==> src/hw/rtl/mmet_pkg.sv <==
// ---------------------------------------------------------------------------
// mmet_pkg: shared types and constants for the MUS to MIDI transcoder
// Transaction types, MIDI codes, MUS event kinds and the controller map.
// ---------------------------------------------------------------------------
`timescale 1ns / 1ps
`default_nettype none

package mmet_pkg;

    localparam int CHANNELS       = 16;
    localparam int CHAN_BITS      = 4;
    localparam int DELTA_BITS_DEF = 28;
    localparam int DELTA_BITS_MAX = 28;
    localparam int QUEUE_DEPTH    = 4;

    localparam logic [7:0] ST_NOTE_OFF = 8'h80;
    localparam logic [7:0] ST_NOTE_ON  = 8'h90;
    localparam logic [7:0] ST_BEND     = 8'hE0;
    localparam logic [7:0] ST_CTRL     = 8'hB0;
    localparam logic [7:0] ST_PROG     = 8'hC0;
    localparam logic [7:0] META        = 8'hFF;
    localparam logic [7:0] META_EOT    = 8'h2F;

    localparam logic [6:0] VEL_RESET     = 7'd64;
    localparam logic [3:0] DRUM_CHAN     = 4'd9;
    localparam logic [4:0] MAP_UNASSIGNED = 5'd16;
    localparam logic [4:0] CHAN_SKIP     = 5'd9;

    localparam logic [2:0] KIND_RELEASE = 3'd0;
    localparam logic [2:0] KIND_PLAY    = 3'd1;
    localparam logic [2:0] KIND_BEND    = 3'd2;
    localparam logic [2:0] KIND_SYS     = 3'd3;
    localparam logic [2:0] KIND_CTRL    = 3'd4;
    localparam logic [2:0] KIND_END     = 3'd6;

    typedef struct packed {
        logic [7:0] score_byte;
        logic       is_final;
    } t_in;

    typedef struct packed {
        logic [7:0] midi_byte;
        logic       last_of_run;
        logic       end_of_track;
    } t_out;

    typedef struct packed {
        logic [DELTA_BITS_MAX-1:0] delta;
        logic [2:0]                groups;
        logic                      has_event;
        logic [7:0]                ev0;
        logic [7:0]                ev1;
        logic [7:0]                ev2;
        logic                      ev_len3;
        logic                      has_end;
    } t_cmd;

    function automatic logic [7:0] ctl_map(input logic [7:0] n);
        logic [7:0] r;
        case (n)
            8'd0:    r = 8'd0;
            8'd1:    r = 8'd0;
            8'd2:    r = 8'd1;
            8'd3:    r = 8'd7;
            8'd4:    r = 8'd10;
            8'd5:    r = 8'd11;
            8'd6:    r = 8'd91;
            8'd7:    r = 8'd93;
            8'd8:    r = 8'd64;
            8'd9:    r = 8'd67;
            8'd10:   r = 8'd120;
            8'd11:   r = 8'd123;
            8'd12:   r = 8'd126;
            8'd13:   r = 8'd127;
            8'd14:   r = 8'd121;
            default: r = 8'd0;
        endcase
        return r;
    endfunction

endpackage

`default_nettype wire

==> src/hw/rtl/mmet_queue.sv <==
// ---------------------------------------------------------------------------
// mmet_queue: command queue between parser and byte emitter
// Small register FIFO of decoded event commands.
// ---------------------------------------------------------------------------
`timescale 1ns / 1ps
`default_nettype none

module mmet_queue (
    input  wire logic           i_clk,
    input  wire logic           i_rst_n,
    input  wire logic           i_push,
    input  wire mmet_pkg::t_cmd i_cmd,
    output logic                o_full,
    input  wire logic           i_pop,
    output logic                o_valid,
    output mmet_pkg::t_cmd      o_head
);

    localparam int DEPTH = mmet_pkg::QUEUE_DEPTH;
    localparam int PW    = $clog2(DEPTH);
    localparam int CW    = $clog2(DEPTH + 1);

    mmet_pkg::t_cmd r_mem [DEPTH];
    logic [PW-1:0]  r_wr, r_rd;
    logic [CW-1:0]  r_count;

    assign o_full  = (r_count == CW'(DEPTH));
    assign o_valid = (r_count != '0);
    assign o_head  = r_mem[r_rd];

    always_ff @(posedge i_clk) begin
        if (i_push) begin
            r_mem[r_wr] <= i_cmd;
        end
    end

    always_ff @(posedge i_clk) begin
        if (!i_rst_n) begin
            r_wr    <= '0;
            r_rd    <= '0;
            r_count <= '0;
        end else begin
            if (i_push) begin
                r_wr <= (r_wr == PW'(DEPTH - 1)) ? '0 : r_wr + 1'b1;
            end
            if (i_pop) begin
                r_rd <= (r_rd == PW'(DEPTH - 1)) ? '0 : r_rd + 1'b1;
            end
            if (i_push && !i_pop) begin
                r_count <= r_count + 1'b1;
            end else if (i_pop && !i_push) begin
                r_count <= r_count - 1'b1;
            end
        end
    end

    a_no_overflow: assert property (@(posedge i_clk) disable iff (!i_rst_n)
        !(i_push && o_full)) else $error("queue overflow");

    a_no_underflow: assert property (@(posedge i_clk) disable iff (!i_rst_n)
        !(i_pop && !o_valid)) else $error("queue underflow");

endmodule

`default_nettype wire

==> src/hw/rtl/mmet_front.sv <==
// ---------------------------------------------------------------------------
// mmet_front: MUS score parser
// Tracks event phase, channel map, velocities and delta time; turns each
// input transaction into at most one queued command.
// ---------------------------------------------------------------------------
`timescale 1ns / 1ps
`default_nettype none

module mmet_front #(
    parameter int DELTA_BITS = mmet_pkg::DELTA_BITS_DEF
) (
    input  wire logic           i_clk,
    input  wire logic           i_rst_n,
    input  wire logic           i_in_valid,
    input  wire mmet_pkg::t_in  i_in_data,
    output logic                o_in_stall,
    input  wire logic           i_q_full,
    output logic                o_push,
    output mmet_pkg::t_cmd      o_cmd
);

    localparam logic [1:0] PH_DESC  = 2'd0;
    localparam logic [1:0] PH_DATA1 = 2'd1;
    localparam logic [1:0] PH_DATA2 = 2'd2;
    localparam logic [1:0] PH_DELAY = 2'd3;
    localparam int DW = mmet_pkg::DELTA_BITS_MAX;
    localparam int NC = mmet_pkg::CHANNELS;
    localparam int CB = mmet_pkg::CHAN_BITS;
    localparam logic [DELTA_BITS-1:0] DELTA_MAX = '1;

    logic [1:0]            r_phase, n_phase;
    logic [2:0]            r_kind;
    logic [CB-1:0]         r_chan, r_mc;
    logic                  r_hd;
    logic [7:0]            r_first;
    logic [DELTA_BITS-1:0] r_accum, r_pending;
    logic [4:0]            r_map [NC];
    logic [4:0]            r_next;
    logic [6:0]            r_vel [NC];
    logic                  r_done;

    logic            acc, fin;
    logic [7:0]      b;
    logic            is_desc, is_data1, is_data2, is_delay;
    logic [CB-1:0]   desc_ch, desc_mc;
    logic [2:0]      desc_kind;
    logic [4:0]      map_entry, alloc_base;
    logic            unassigned, alloc_full;
    logic [2:0]      ctx_kind;
    logic [CB-1:0]   ctx_chan, ctx_mc;
    logic            ctx_hd;
    logic [7:0]      d1, d1_first, v, first;
    logic            do_d1, do_d2, d1_to_d2, d1_event, ev_valid, is_end, after;
    logic [6:0]      vel_rem;
    logic [7:0]      e0, e1, e2;
    logic            e3;
    logic [DELTA_BITS-1:0] acc_next, pend_sat;
    logic [DELTA_BITS:0]   sum;
    logic [DW-1:0]         d28;

    assign acc        = i_in_valid && !i_q_full;
    assign o_in_stall = i_q_full;
    assign b          = i_in_data.score_byte;
    assign fin        = i_in_data.is_final;

    assign is_desc  = (r_phase == PH_DESC);
    assign is_data1 = (r_phase == PH_DATA1);
    assign is_data2 = (r_phase == PH_DATA2);
    assign is_delay = (r_phase == PH_DELAY);

    assign desc_ch    = b[3:0];
    assign desc_kind  = b[6:4];
    assign map_entry  = r_map[desc_ch];
    assign unassigned = map_entry[4];
    assign alloc_base = (r_next == mmet_pkg::CHAN_SKIP) ? 5'd10 : r_next;
    assign alloc_full = alloc_base[4];
    assign desc_mc    = !unassigned ? map_entry[3:0] : (alloc_full ? '0 : alloc_base[3:0]);

    assign ctx_kind = is_desc ? desc_kind : r_kind;
    assign ctx_chan = is_desc ? desc_ch : r_chan;
    assign ctx_mc   = is_desc ? desc_mc : r_mc;
    assign ctx_hd   = is_desc ? b[7] : r_hd;

    assign d1       = is_data1 ? b : 8'd0;
    assign do_d1    = is_data1 || (is_desc && desc_kind != mmet_pkg::KIND_END && fin);
    assign d1_to_d2 = (ctx_kind == mmet_pkg::KIND_PLAY && d1[7])
                   || (ctx_kind == mmet_pkg::KIND_CTRL);
    assign d1_first = (ctx_kind == mmet_pkg::KIND_PLAY) ? {1'b0, d1[6:0]} : d1;
    assign d1_event = (ctx_kind == mmet_pkg::KIND_RELEASE)
                   || (ctx_kind == mmet_pkg::KIND_PLAY && !d1[7])
                   || (ctx_kind == mmet_pkg::KIND_BEND)
                   || (ctx_kind == mmet_pkg::KIND_SYS);
    assign do_d2    = is_data2 || (do_d1 && d1_to_d2 && fin);
    assign v        = is_data2 ? b : 8'd0;
    assign first    = is_data2 ? r_first : d1_first;
    assign vel_rem  = r_vel[ctx_chan];
    assign ev_valid = (do_d1 && d1_event) || do_d2;
    assign is_end   = (is_desc && desc_kind == mmet_pkg::KIND_END) || fin;
    assign after    = ev_valid || (do_d1 && !d1_event && !d1_to_d2);

    always_comb begin
        e0 = mmet_pkg::ST_CTRL | {4'd0, ctx_mc};
        e1 = 8'd0;
        e2 = 8'd0;
        e3 = 1'b1;
        if (do_d2) begin
            if (ctx_kind == mmet_pkg::KIND_PLAY) begin
                e0 = mmet_pkg::ST_NOTE_ON | {4'd0, ctx_mc};
                e1 = first;
                e2 = {1'b0, is_data2 ? v[6:0] : vel_rem};
            end else if (first == 8'd0) begin
                e0 = mmet_pkg::ST_PROG | {4'd0, ctx_mc};
                e1 = {1'b0, v[6:0]};
                e3 = 1'b0;
            end else begin
                e1 = (first < 8'd15) ? mmet_pkg::ctl_map(first) : first;
                e2 = {1'b0, v[6:0]};
            end
        end else begin
            case (ctx_kind)
                mmet_pkg::KIND_RELEASE: begin
                    e0 = mmet_pkg::ST_NOTE_OFF | {4'd0, ctx_mc};
                    e1 = {1'b0, d1[6:0]};
                end
                mmet_pkg::KIND_PLAY: begin
                    e0 = mmet_pkg::ST_NOTE_ON | {4'd0, ctx_mc};
                    e1 = {1'b0, d1[6:0]};
                    e2 = {1'b0, vel_rem};
                end
                mmet_pkg::KIND_BEND: begin
                    e0 = mmet_pkg::ST_BEND | {4'd0, ctx_mc};
                    e1 = {1'b0, d1[0], 6'd0};
                    e2 = {1'b0, d1[7:1]};
                end
                default: begin
                    e1 = (d1 < 8'd15) ? mmet_pkg::ctl_map(d1) : 8'd0;
                end
            endcase
        end
    end

    assign acc_next = {r_accum[DELTA_BITS-8:0], b[6:0]};
    assign sum      = {1'b0, r_pending} + {1'b0, acc_next};
    assign pend_sat = sum[DELTA_BITS] ? DELTA_MAX : sum[DELTA_BITS-1:0];
    assign d28      = DW'(r_pending);

    always_comb begin
        n_phase = r_phase;
        if (after) begin
            n_phase = ctx_hd ? PH_DELAY : PH_DESC;
        end else if (is_desc) begin
            n_phase = PH_DATA1;
        end else if (do_d1 && d1_to_d2) begin
            n_phase = PH_DATA2;
        end else if (is_delay && !b[7]) begin
            n_phase = PH_DESC;
        end
    end

    assign o_push = acc && !r_done && (ev_valid || is_end);

    always_comb begin
        o_cmd.delta     = d28;
        o_cmd.groups    = (|d28[27:21]) ? 3'd4 : (|d28[20:14]) ? 3'd3 :
                          (|d28[13:7]) ? 3'd2 : 3'd1;
        o_cmd.has_event = ev_valid;
        o_cmd.ev0       = e0;
        o_cmd.ev1       = e1;
        o_cmd.ev2       = e2;
        o_cmd.ev_len3   = e3;
        o_cmd.has_end   = is_end;
    end

    always_ff @(posedge i_clk) begin
        if (!i_rst_n) begin
            r_phase   <= PH_DESC;
            r_kind    <= '0;
            r_chan    <= '0;
            r_mc      <= '0;
            r_hd      <= 1'b0;
            r_first   <= '0;
            r_accum   <= '0;
            r_pending <= '0;
            r_next    <= '0;
            r_done    <= 1'b0;
            for (int i = 0; i < NC; i++) begin
                r_map[i] <= (i == NC - 1) ? {1'b0, mmet_pkg::DRUM_CHAN}
                                          : mmet_pkg::MAP_UNASSIGNED;
                r_vel[i] <= mmet_pkg::VEL_RESET;
            end
        end else if (acc && !r_done) begin
            r_phase <= n_phase;
            if (is_desc) begin
                r_kind <= desc_kind;
                r_chan <= desc_ch;
                r_mc   <= desc_mc;
                r_hd   <= b[7];
                if (unassigned) begin
                    r_map[desc_ch] <= alloc_full ? 5'd0 : alloc_base;
                    r_next         <= alloc_full ? alloc_base : alloc_base + 5'd1;
                end
            end
            if (do_d1 && d1_to_d2) begin
                r_first <= d1_first;
            end
            if (is_data2 && r_kind == mmet_pkg::KIND_PLAY) begin
                r_vel[r_chan] <= b[6:0];
            end
            if (ev_valid) begin
                r_pending <= '0;
            end
            if (after && ctx_hd) begin
                r_accum <= '0;
            end
            if (is_delay) begin
                r_accum <= acc_next;
                if (!b[7]) begin
                    r_pending <= pend_sat;
                end
            end
            if (is_end) begin
                r_done <= 1'b1;
            end
        end
    end

    a_end_sets_done: assert property (@(posedge i_clk) disable iff (!i_rst_n)
        (o_push && o_cmd.has_end) |=> r_done) else $error("end not latched");

    a_quiet_after_end: assert property (@(posedge i_clk) disable iff (!i_rst_n)
        $past(r_done) |-> !o_push) else $error("command after end of track");

endmodule

`default_nettype wire

==> src/hw/rtl/mmet_back.sv <==
// ---------------------------------------------------------------------------
// mmet_back: MIDI byte emitter
// Expands the queued command into delta bytes, event bytes and the
// end-of-track meta event, one byte per output transaction.
// ---------------------------------------------------------------------------
`timescale 1ns / 1ps
`default_nettype none

module mmet_back (
    input  wire logic           i_clk,
    input  wire logic           i_rst_n,
    input  wire logic           i_q_valid,
    input  wire mmet_pkg::t_cmd i_head,
    output logic                o_pop,
    output logic                o_out_valid,
    output mmet_pkg::t_out      o_out_data,
    input  wire logic           i_out_stall
);

    logic [3:0]     r_pos;
    logic           r_out_valid;
    mmet_pkg::t_out r_out;

    logic       load, last, in_delta, in_ev;
    logic [3:0] groups4, evlen, total, g, k_ev, k_end;
    logic [6:0] grp;
    logic [7:0] byte_val;

    assign load    = i_q_valid && (!r_out_valid || !i_out_stall);
    assign groups4 = {1'b0, i_head.groups};
    assign evlen   = i_head.has_event ? groups4 + (i_head.ev_len3 ? 4'd3 : 4'd2) : 4'd0;
    assign total   = evlen + (i_head.has_end ? 4'd4 : 4'd0);
    assign last    = (r_pos == total - 4'd1);
    assign in_delta = i_head.has_event && (r_pos < groups4);
    assign in_ev    = i_head.has_event && (r_pos < evlen);
    assign g       = groups4 - 4'd1 - r_pos;
    assign k_ev    = r_pos - groups4;
    assign k_end   = r_pos - evlen;

    always_comb begin
        case (g[1:0])
            2'd0:    grp = i_head.delta[6:0];
            2'd1:    grp = i_head.delta[13:7];
            2'd2:    grp = i_head.delta[20:14];
            default: grp = i_head.delta[27:21];
        endcase
        if (in_delta) begin
            byte_val = {(g[1:0] != 2'd0), grp};
        end else if (in_ev) begin
            case (k_ev[1:0])
                2'd0:    byte_val = i_head.ev0;
                2'd1:    byte_val = i_head.ev1;
                default: byte_val = i_head.ev2;
            endcase
        end else begin
            case (k_end[1:0])
                2'd1:    byte_val = mmet_pkg::META;
                2'd2:    byte_val = mmet_pkg::META_EOT;
                default: byte_val = 8'h00;
            endcase
        end
    end

    assign o_pop       = load && last;
    assign o_out_valid = r_out_valid;
    assign o_out_data  = r_out;

    always_ff @(posedge i_clk) begin
        if (load) begin
            r_out.midi_byte    <= byte_val;
            r_out.last_of_run  <= last;
            r_out.end_of_track <= last && i_head.has_end;
        end
    end

    always_ff @(posedge i_clk) begin
        if (!i_rst_n) begin
            r_pos       <= '0;
            r_out_valid <= 1'b0;
        end else if (load) begin
            r_out_valid <= 1'b1;
            r_pos       <= last ? 4'd0 : r_pos + 4'd1;
        end else if (!i_out_stall) begin
            r_out_valid <= 1'b0;
        end
    end

    a_eot_is_last: assert property (@(posedge i_clk) disable iff (!i_rst_n)
        (r_out_valid && r_out.end_of_track) |-> r_out.last_of_run)
        else $error("end of track not on last byte");

    a_pos_bound: assert property (@(posedge i_clk) disable iff (!i_rst_n)
        r_pos <= 4'd10) else $error("byte position out of range");

endmodule

`default_nettype wire

==> src/hw/rtl/mus_to_midi_event_transcoder.sv <==
// ---------------------------------------------------------------------------
// mus_to_midi_event_transcoder: MUS score body to MIDI track body
// Input channel (i_in_valid / i_in_data / o_in_stall) takes one MUS score
// byte per transaction, is_final marking the last byte of the score.
// Output channel (o_out_valid / o_out_data / i_out_stall) gives one MIDI
// byte per transaction; last_of_run flags the final byte caused by an
// input, end_of_track the closing byte of FF 2F 00.
// The parser takes one input per cycle while the queue is not full and pushes
// at most one command into a 4-entry queue; the emitter sends one byte per
// cycle from the queue head while the receiver does not stall. An input's
// command is registered in the queue, then its first byte in the output register.
// Sustained rate is set by the emitter: one output byte per cycle while the
// receiver does not stall; an input produces up to 11 bytes.
// o_in_stall rises only when the queue is full, which happens when the
// receiver holds i_out_stall or bytes are produced faster than drained.
// A stalled output byte is held in the output register.
// Synchronous reset clears the parser, channel map (MUS 15 on MIDI 9),
// velocities (64), the queue and the output valid; no clearing pass.
// After the end of track further inputs are taken and ignored.
// ---------------------------------------------------------------------------
`timescale 1ns / 1ps
`default_nettype none

module mus_to_midi_event_transcoder #(
    parameter int DELTA_BITS = mmet_pkg::DELTA_BITS_DEF
) (
    input  wire logic           i_clk,
    input  wire logic           i_rst_n,
    input  wire logic           i_in_valid,
    input  wire mmet_pkg::t_in  i_in_data,
    output logic                o_in_stall,
    output logic                o_out_valid,
    output mmet_pkg::t_out      o_out_data,
    input  wire logic           i_out_stall
);

    logic           push, pop, q_full, q_valid;
    mmet_pkg::t_cmd cmd, head;

    mmet_front #(
        .DELTA_BITS (DELTA_BITS)
    ) u_front (
        .i_clk      (i_clk),
        .i_rst_n    (i_rst_n),
        .i_in_valid (i_in_valid),
        .i_in_data  (i_in_data),
        .o_in_stall (o_in_stall),
        .i_q_full   (q_full),
        .o_push     (push),
        .o_cmd      (cmd)
    );

    mmet_queue u_queue (
        .i_clk   (i_clk),
        .i_rst_n (i_rst_n),
        .i_push  (push),
        .i_cmd   (cmd),
        .o_full  (q_full),
        .i_pop   (pop),
        .o_valid (q_valid),
        .o_head  (head)
    );

    mmet_back u_back (
        .i_clk       (i_clk),
        .i_rst_n     (i_rst_n),
        .i_q_valid   (q_valid),
        .i_head      (head),
        .o_pop       (pop),
        .o_out_valid (o_out_valid),
        .o_out_data  (o_out_data),
        .i_out_stall (i_out_stall)
    );

endmodule

`default_nettype wire
==> config.mk <==
export PLATFORM = sky130hd
export DESIGN_NAME = mus_to_midi_event_transcoder
export DESIGN_NICKNAME = d
export VERILOG_FILES = /design/src/hw/rtl/mmet_pkg.sv /design/src/hw/rtl/mmet_queue.sv /design/src/hw/rtl/mmet_front.sv /design/src/hw/rtl/mmet_back.sv /design/src/hw/rtl/mus_to_midi_event_transcoder.sv
export SDC_FILE = /design/constraint.sdc
export NUM_CORES = 1
export LEC_CHECK = 0
export BUFFER_PORTS_ARGS = -buffer_cell sky130_fd_sc_hd__buf_4
export CORE_UTILIZATION = 57
export DETAILED_ROUTE_END_ITERATION = 12
export GPL_TIMING_DRIVEN = 1
export PLACE_DENSITY = 0.76
export SETUP_SLACK_MARGIN = 0.4
export SYNTH_ARGS = -nofsm -noshare
export SYNTH_HDL_FRONTEND = slang
export SYNTH_SLANG_ARGS = --single-unit
==> constraint.sdc <==
create_clock -name i_clk -period 4.6 [get_ports i_clk]
set_clock_uncertainty 0.2 [all_clocks]
set_input_delay 0.23 -clock i_clk [delete_from_list [all_inputs] [get_ports i_clk]]
set_output_delay 0.23 -clock i_clk [all_outputs]
set_load 0.02 [all_outputs]
# [Word level (Yosys, flattened, before mapping)]
# Memories as Yosys holds them, arrays and structs flattened. A register that Yosys moved wholly into a read port is not among the register bits.
# Cells that the tools add are included.
[totals] inputBits=13 rom_bits=224 wordCells=211 output_inout_bits=12 mem_count=5 regBits=99 mem_bits_rw=424
[mem_list] name="u_queue.r_mem" depth=4 word_bits=58 read_ports=1 rd_clocked_by_memory_dff=1 write_ports=1 line_no="mmet_queue.sv:23" rtl="mmet_pkg::t_cmd r_mem [DEPTH];"
[mem_list] name="(no name shown)" depth=16 word_bits=7 read_ports=1 rd_clocked_by_memory_dff=0 write_ports=0 line_no="mmet_pkg.sv:60" rtl="case (n)"
[mem_list] name="(no name shown)" depth=16 word_bits=7 read_ports=1 rd_clocked_by_memory_dff=0 write_ports=0 line_no="mmet_pkg.sv:60"
[mem_list] name="u_front.r_vel" depth=16 word_bits=7 read_ports=1 rd_clocked_by_memory_dff=0 write_ports=16 line_no="mmet_front.sv:39" rtl="logic [6:0] r_vel [NC];"
[mem_list] name="u_front.r_map" depth=16 word_bits=5 read_ports=1 rd_clocked_by_memory_dff=0 write_ports=16 line_no="mmet_front.sv:37" rtl="logic [4:0] r_map [NC];"
[classes] add_sub_neg=14 order_cmp=4 n_reduce_logical=67 eq_ne=21 muxes=82
[ops] cell="2-to-1 mux 8 bit" n=15
[ops] cell="2-to-1 mux 28 bit" n=4
[ops] cell="case mux 8 bit (2 select lines)" n=3
[ops] cell="2-to-1 mux 21 bit" n=2
[ops] cell="2-to-1 mux 7 bit" n=6
[ops] cell="case mux 7 bit (3 select lines)" n=2
[ops] cell="2-to-1 mux 4 bit" n=9
[ops] cell="adder 28 x 28 -> 29 bit" n=1
[ops] cell="OR reduction 7 bit" n=4
[ops] cell="logical AND 1 bit" n=23
[ops] cell="2-to-1 mux 1 bit" n=21
[ops] cell="2-to-1 mux 2 bit" n=10
[ops] cell="2-to-1 mux 3 bit" n=6
[ops] cell="less-than comparator 8 x 4 -> 1 bit (second input constant)" n=2
[ops] cell="2-to-1 mux 5 bit" n=3
[ops] cell="case mux 7 bit (2 select lines)" n=1
[ops] cell="== test 2 bit (second input constant)" n=6
[ops] cell="logical OR 1 bit" n=11
[ops] cell="logical NOT 1 bit" n=10
[ops] cell="== test 3 bit (second input constant)" n=3
[ops] cell="== test 2 x 1 -> 1 bit (second input constant)" n=4
[ops] cell="logical NOT 4 bit" n=2
[ops] cell="logical NOT 8 bit" n=1
[ops] cell="AND reduction 2 bit" n=4
[ops] cell="26 further kinds" n=35

# [Longest topological paths before layout]
# Gate-level depths: netlist of run 1.
[logic_depth] ltp_word=15 depth_mapped=22 mapped_depth_nobuf=20

# [Cells and area by module]
# From an unflattened synthesis of run 1, not the netlist that was laid out.
[unflattened] hier_cells=1904 area_unflattened_um2=24962.7
[modules_own_cells] module="mmet_front" instances=1 area_per_inst_um2=14714.1 cells_each=1418 seq_area_each_um2=7126.8
[modules_own_cells] module="mmet_queue" instances=1 area_per_inst_um2=8852.2 cells_each=347 seq_area_each_um2=7146.9
[modules_own_cells] module="mmet_back" instances=1 area_per_inst_um2=1396.3 cells_each=139 seq_area_each_um2=400.4

# [Worst setup path after synthesis of run 1]
# No wires, ideal clock.
[synth_path] path_kind="reg-to-reg" start="register (tool-made name)" end="register u_queue.r_count[2]" t_required_ps=4330 setup_slack_ps=-360 setup_ps=70 stages_incl_launch_ff=23 n_path_buf=2 arrival_time_ps=4690 period_less_slack_ps=4960 cell_sequence="dfxtp_1 buf_2 buf_2 mux4_2 ha_1 inv_1 ha_1 xnor2_1 nand2_1 ha_1 inv_1 fa_1 xnor2_1 xnor2_1 xnor2_1 nor4_4 nand2_1 ha_1 inv_1 fa_1 xor2_1 or3_1 a21oi_1"
[synth_lines] element="end signal, assigned" line_no="mmet_queue.sv:50" rtl="r_count <= r_count + 1'b1;"
[synth_lines] element="end signal, assigned" line_no="mmet_queue.sv:52" rtl="r_count <= r_count - 1'b1;"
[synth_lines] element="end, declared" line_no="mmet_queue.sv:25" rtl="logic [CW-1:0] r_count;"

==> results.md, run 1 <==
- Sequential cell fraction of total power: between 40 and 50%
- Vias in the first global route: ~16000
- Full die area: between 0.04 and 0.05 mm²
- Most frequent cells in the layout: edfxtp_1 (410), nand2_1 (188), nor2_1 (187)
- Final Slew Violations: 0
- Chip Height: 208.7 µm
- CTS tree: built
- Outcome: finished, final reports clean
- CP required: 4920 ps
- Cell variety after synth: 85
- Slew headroom: approximately a quarter
- Share of layout cells above drive strength 1: 16.17%
- Max Fclk: 229.8 MHz
- Tcrit/Tclk final: 94.61%
- Largest net degree at the start of global routing: 54
- Ys flop type: edfxtp_1
- CTS sink count: just over 500
- RSZ-0062 raised after global routing: true
- Peak supply drop: 0.0003752 V
- Post-DP HPWL: 37290 µm
- Worst-path maximum fanout: 5
- Layout area overhead: 11.39%
- Drt initial violations: approximately 1600
- Hold crit path type: input port to flip-flop
- Global-route wire length before repair: 89390 µm
- Die X: ~210 µm
- Switching portion of total power: between 30% and 40%
- Logic gate share of total power: 28.8%
- Worst Tran Pin Value: 1070 ps
- DRC errors left: 0
- Post-Place Cells: 2420
- Site Rows: 75
- P_sw: about 4.6 mW
- Cells after Synth: 1931
- GP Congestion: 0.9059
- Root buffer cell: clkbuf_16
- Worst EP arrival: 4670 ps
- Power per Cell Area: 525.0 mW/mm²
- Seq/Total Area, Yosys: about three fifths
- ANT nets after route: 0
- CTS Buf Count: 51
- N_diodes: 0
- Reg-to-reg slack, setup: 250 ps
- Post-Layout Inst Area: 0.02712 mm²
- Post-synth EDFFs: 410
- Int Pwr: 9.680 mW
- Post-Route Utilization: approximately 65%
- Initial Util: about 58%
- Routed WL: 56670 µm
- CP endpoint kind: flip-flop
- Yosys warns: 0
- Mean post-synth cell area: roughly 13 µm²
- Fin Setup TNS: 0 ps
- Worst Setup Start Kind: flip-flop
- Synth Register Bits: 516
- Max-cap violations: 0
- Final #Nets: 2026
- Min Tclk post-route: 4352 ps
- Clock Latency Late Sink: 610 ps
- Final hold violation count: 0
- Overall routing resource usage: between 20% and 30%
- FFs w/ async S/R, synth: 0%
- WL/cell: roughly 22 µm
- First-pass iteration count of the detailed router: 5
- Clock share of power: 29.9%
- CTS max path bufs: 3
- Non-Filler Instances: 2537
- Clock slew at reported path FFs: approximately 60 ps
- Total global routing overflow: 0
- Vias per Instance: roughly 6.3
- Final setup fails: 0
- Initial antenna violation count: 1
- H-Tree Depth: 2
- Leak: approximately 9.3 nW
- Placed instance area: about 0.025 mm²
- I/O Buffers: 24
- DR vias: 16080
- Critical path class: flip-flop to flip-flop
- Core area: roughly 0.042 mm²
- Commonest non-fill, non-tap cell in the layout: edfxtp_1
- Mapped cell area: 0.02435 mm²
- I/O pin cnt: 25
## metrics by stage
step | total power, mW | hold WS, ps | worst slack (ps)
global placement | 9.871 | 231.1 | 225.4
floorplan | 8.765 | 166.0 | 129.9
finish | 14.24 | 71.43 | 248.1
global route | 14.82 | 66.53 | 93.36
detailed placement | 9.968 | 244.0 | 143.0
CTS | 14.22 | 31.52 | 265.3
## cell type report
type                       instances  area, µm²
timing repair buffer             100      809.5
multi-input combinational       1251       9338
sequential                       516      14440
fill                            3033      14920
clock inverter                    21      210.2
inverter                          35      133.9
tap                              539      674.4
clock buffer                      75       1519
## Yosys cell counts (3+ instances only)
cell	count	area [µm²]
edfxtp_1	410	12310
nand2_1	189	709.4
nor2_1	187	701.9
a21oi_1	111	555.5
dfxtp_1	106	2122
mux4_2	103	2320
and2_1	91	569.3
clkbuf_1	88	330.3
o21ai_0	57	285.3
ha_1	53	663.1
nor3_1	45	225.2
a211oi_1	41	307.8
a31oi_1	36	225.2
inv_1	33	123.9
buf_2	31	155.2
o22ai_1	29	181.4
o21a_1	25	187.7
nand3_1	24	120.1
xnor2_1	20	175.2
xor2_1	19	166.4
nand2b_1	18	112.6
a21o_1	16	120.1
mux2i_1	16	160.2
or3_1	14	87.58
nor2b_1	13	81.33
nor4_1	13	81.33
o211ai_1	12	90.09
buf_1	7	26.28
a311oi_1	6	52.55
nand4_1	6	37.54
nor3b_1	6	45.04
a221o_1	5	50.05
a22o_1	5	43.79
and3_1	5	31.28
fa_1	5	100.1
nand3b_1	5	37.54
a22oi_1	4	30.03
buf_4	4	30.03
o21ai_1	4	20.02
o221ai_1	4	35.03
o41ai_1	4	35.03
o311ai_0	3	26.28
o31ai_1	3	22.52
o31ai_2	3	37.54
o32ai_1	3	26.28
## power groups by stage
stage               combinational, mW  clock, mW  sequential (mW)
floorplan                        2.82          0             5.94
global placement                 3.92          0             5.95
detailed placement               3.99          0             5.98
CTS                              4.05       4.29             5.88
global route                     4.42       4.47             5.93
finish                           4.10       4.25             5.89
## path summary, 6_finish.rpt
check | from | endpoint | cells after the start
setup / recovery | flip-flop | u_queue.r_count[2]$_SDFFE_PN0P_ | 20
hold / removal | i_in_data[2] | u_front.r_first[1]$_SDFFE_PN0P_ | 5
setup reg to reg | flip-flop | u_queue.r_count[2]$_SDFFE_PN0P_ | 20
hold reg to reg | u_front.r_map[7][4]$_SDFFE_PP0N_ | u_front.r_map[7][4]$_SDFFE_PP0N_ | 1
## timing repair
item,4_1_cts,5_1_grt
hold buffers,12,0
buffers inserted,3,6
endpoints found under the hold margin,62,0
resized for setup,2,4
setup endpoints to repair,2,10
pin swaps,4,2
## logic make-up (layout without fill, tap and decap cells)
kind of cell    Yosys count  count (layout)  synth area share, %
buf+inv                 166             231                2.811
simple gates            631             631                12.22
xor+xnor                 39              39                1.403
flops                   516             516                59.27
other cells               2               4              0.03084
mux                     122             122                10.34
compound gates          397             397                10.79
fa+ha+maj                58              58                3.134
## flip-flops by register name, indices dropped and copies added (netlist names), 5 cells and up, named ones only
| register | count |
|---|---|
| u_queue.r_mem | 224 |
| u_front.r_vel | 112 |
| u_front.r_map | 79 |
| u_front.d28 | 28 |
| u_front.r_accum | 21 |
| u_back.o_out_data | 10 |
| u_front.r_first | 8 |
| u_front.r_next | 5 |
## worst max-delay path, stage by stage (launching register included)
cell	delay (ps)
dfxtp_4	390
mux4_2	560
ha_4	200
inv_4	50
ha_4	120
xnor2_1	100
nand2_1	100
ha_1	300
inv_2	40
fa_2	350
xnor2_2	150
xnor2_1	140
xnor2_1	270
nor4_4	70
nand2_2	120
ha_4	150
inv_2	40
fa_2	330
xor2_1	170
or3_1	320
a21oi_2	130
## layer usage
layer  wire (µm)  share of wire, %  track usage [%]  vias up
met3        3942               7.0            3.577      112
met1       23430                41            36.81     7967
li1            -                 -                -     7354
met2       27700                49            43.28      644
met4        1583               2.8            8.925        2
met5          13             0.023                0        -
No activity file was read; power rests on OpenSTA's default activity.
==> inputs of run 2 (changes only) <==
Settings changed: CELL_PAD_IN_SITES_DETAIL_PLACEMENT from default to 0, CELL_PAD_IN_SITES_GLOBAL_PLACEMENT from default to 1, CORE_UTILIZATION 57 to 48, PLACE_DENSITY 0.76 to default, PLACE_DENSITY_LB_ADDON from default to 0.1.
==> results.md, run 2 (synthesis results as in run 1) <==
- Outcome: finished, final reports clean
- Non-Filler Instances: 2690 (+6.0%)
- GP Congestion: 0.8628 (-4.8%)
- Fill count: 4294 (+42%)
- Final setup fails: 0 (unchanged)
- Overall routing resource usage: 23.55% (-2.9 points)
- Chip Height: 227.2 µm (+8.9%)
- ANT nets after route: 0 (unchanged)
- Die X: 227.2 µm (+8.9%)
- Fin Setup TNS: 0 ps (unchanged)
- Worst Tran Pin Value: 1256 ps (+185.5 ps)
- Vias per Instance: 5.822 (-8.1%)
- CTS max path bufs: 3 (unchanged)
- Site Rows: 82 (+9.3%)
- WL/cell: 22.07 µm (-1.2%)
- Total global routing overflow: 0 (unchanged)
- Critical path class: flip-flop to flip-flop
- Final hold violation count: 0 (unchanged)
- CTS Buf Count: 57 (+12%)
- Slew headroom: 15.39% (-11 points)
- Largest net degree at the start of global routing: 71 (+31%)
- Tcrit/Tclk final: 93.31% (-1.3 points)
- CP required: 4930 ps (about the same)
- RSZ-0062 raised after global routing: true
- Peak supply drop: 0.0002716 V (-28%)
- Power per Cell Area: 534.7 mW/mm² (+1.9%)
- Share of layout cells above drive strength 1: 16.66% (+0.49 points)
- I/O Buffers: 24 (unchanged)
- Most frequent cells in the layout: edfxtp_1 (410), nand2_1 (187), nor2_1 (187)
- Root buffer cell: clkbuf_16
- Worst-path maximum fanout: 4 (-1)
- CTS sink count: 516 (unchanged)
- Routed WL: 59360 µm (+4.8%)
- DR vias: 15660 (-2.6%)
- Top reg by flops: u_queue.r_mem
- Max Fclk: 233.0 MHz (+1.4%)
- CTS tree: built
- Vias in the first global route: 15410 (-2.9%)
- Leak: 9.431 nW (+1.2%)
- H-Tree Depth: 2 (unchanged)
- Initial Util: 48.64% (-9.3 points)
- First-pass iteration count of the detailed router: 5 (unchanged)
- Max-cap violations: 0 (unchanged)
- Post-DP HPWL: 39340 µm (+5.5%)
- Full die area: 0.05164 mm² (+19%)
- Drt initial violations: 1136 (-31%)
- Final Slew Violations: 0 (unchanged)
- CP endpoint kind: flip-flop
- Min Tclk post-route: 4292 ps (-59.84 ps)
- Top flop regs: u_queue.r_mem x224, u_front.r_vel x112, u_front.r_map x79
- Clock slew at reported path FFs: 60 ps (about the same)
- Hold crit path type: input port to flip-flop
- Post-Place Cells: 2555 (+5.6%)
- Final #Nets: 2039 (+0.64%)
- Worst EP arrival: 4620 ps (-50 ps)
- Initial antenna violation count: 3 (+2)
- Max FFs per register: 224 (unchanged)
- Commonest non-fill, non-tap cell in the layout: edfxtp_1
- Worst Setup Start Kind: flip-flop
- Layout area overhead: 13.05%
- I/O pin cnt: 25 (unchanged)
- Global-route wire length before repair: 92090 µm (+3.0%)
- Core area: 0.05007 mm² (+19%)
- Clock Latency Late Sink: 610 ps (about the same)
- DRC errors left: 0 (unchanged)
==> run 2: changes by cell type in the layout (fill, tap and decap cells not counted), moves of 2 or more <==
cell	change
inv_4	-2
dlygate4sd3_1	-2
clkinvlp_4	+2
clkinv_1	+9
clkinv_8	+2
clkbuf_16	+4
bufinv_16	+3
buf_4	+8
a21oi_4	+2
a21oi_2	-2
clkbuf_8	-8
==> run 2: power breakdown <==
part / leakage, nW / internal (mW) / switching [mW]
sequential: 4.72 / 5.66 / 0.210
clock: 0.907 / 2.67 / 1.85
combinational: 3.81 / 1.69 / 2.64
==> run 2: metrics by stage <==
step / cell area [µm²] / util (%) / total power [mW] / setup WS (ps) / hold WS [ps]
after global routing: 27530 / 54.98 / 15.41 / 120.4 / 98.96
after detailed placement: 25350 / 50.64 / 10.11 / 200.6 / 240.2
final: 27530 / 54.99 / 14.72 / 307.9 / 99.87
after global placement: 25350 / 50.64 / 10.06 / 244.0 / 228.9
after floorplan: 24440 / - / 8.765 / 129.9 / 166.0
after CTS: 27440 / 54.80 / 14.71 / 324.3 / 70.62
==> run 2: timing repair <==
action,in CTS,in global routing
hold endpoints to repair,36,0
buffers inserted,12,4
pin swaps,7,3
endpoints found under the setup margin,1,10
gates resized for setup,1,9
hold buffers,10,0
==> run 2: critical path, cell delays in order (launching register included) <==
cell and delay, ps:
dfxtp_4 380, mux4_2 550, ha_4 190, inv_2 60, ha_4 130, xnor2_2 100, nand2_1 100, ha_1 300
inv_2 40, fa_2 340, xnor2_2 140, xnor2_1 130, xnor2_1 260, nor4_4 70, nand2_2 100, ha_4 140
inv_2 40, fa_2 330, xor2_1 170, or3_1 310, a21oi_1 130
==> run 2: cell type report <==
type,instances,area (µm²),area share (%)
Clock buffer,72,1513,5.495
Timing Repair Buffer,107,869.6,3.159
Clock inverter,36,360.3,1.309
Multi-Input combinational cell,1251,9374,34.05
Antenna cell,1,2.502,0.009090
Inverter,35,131.4,0.4772
Sequential cell,516,14440,52.45
Tap cell,672,840.8,3.054
==> run 2: final timing paths <==
| check | start | to | slack, ps | cells after the start |
|---|---|---|---|---|
| worst max register to register | flip-flop | u_queue.r_count[2]$_SDFFE_PN0P_ | 310 | 20 |
| worst min register to register | u_front.r_map[12][4]$_SDFFE_PP0N_ | u_front.r_map[12][4]$_SDFFE_PP0N_ | 250 | 1 |
| worst max-delay path | flip-flop | u_queue.r_count[2]$_SDFFE_PN0P_ | 310 | 20 |
| worst min-delay path | i_in_data[2] | u_front.r_first[1]$_SDFFE_PN0P_ | 100 | 5 |
==> run 2: routing by layer <==
layer | part of all wire (%) | vias to the layer above | track usage, % | wire length (µm)
li1 | - | 7398 | - | -
met1 | 46 | 7819 | 33.20 | 27240
met2 | 48 | 359 | 38.56 | 28340
met3 | 4.4 | 82 | 3.175 | 2618
met4 | 1.9 | 4 | 5.975 | 1142
met5 | 0.037 | - | 0 | 22
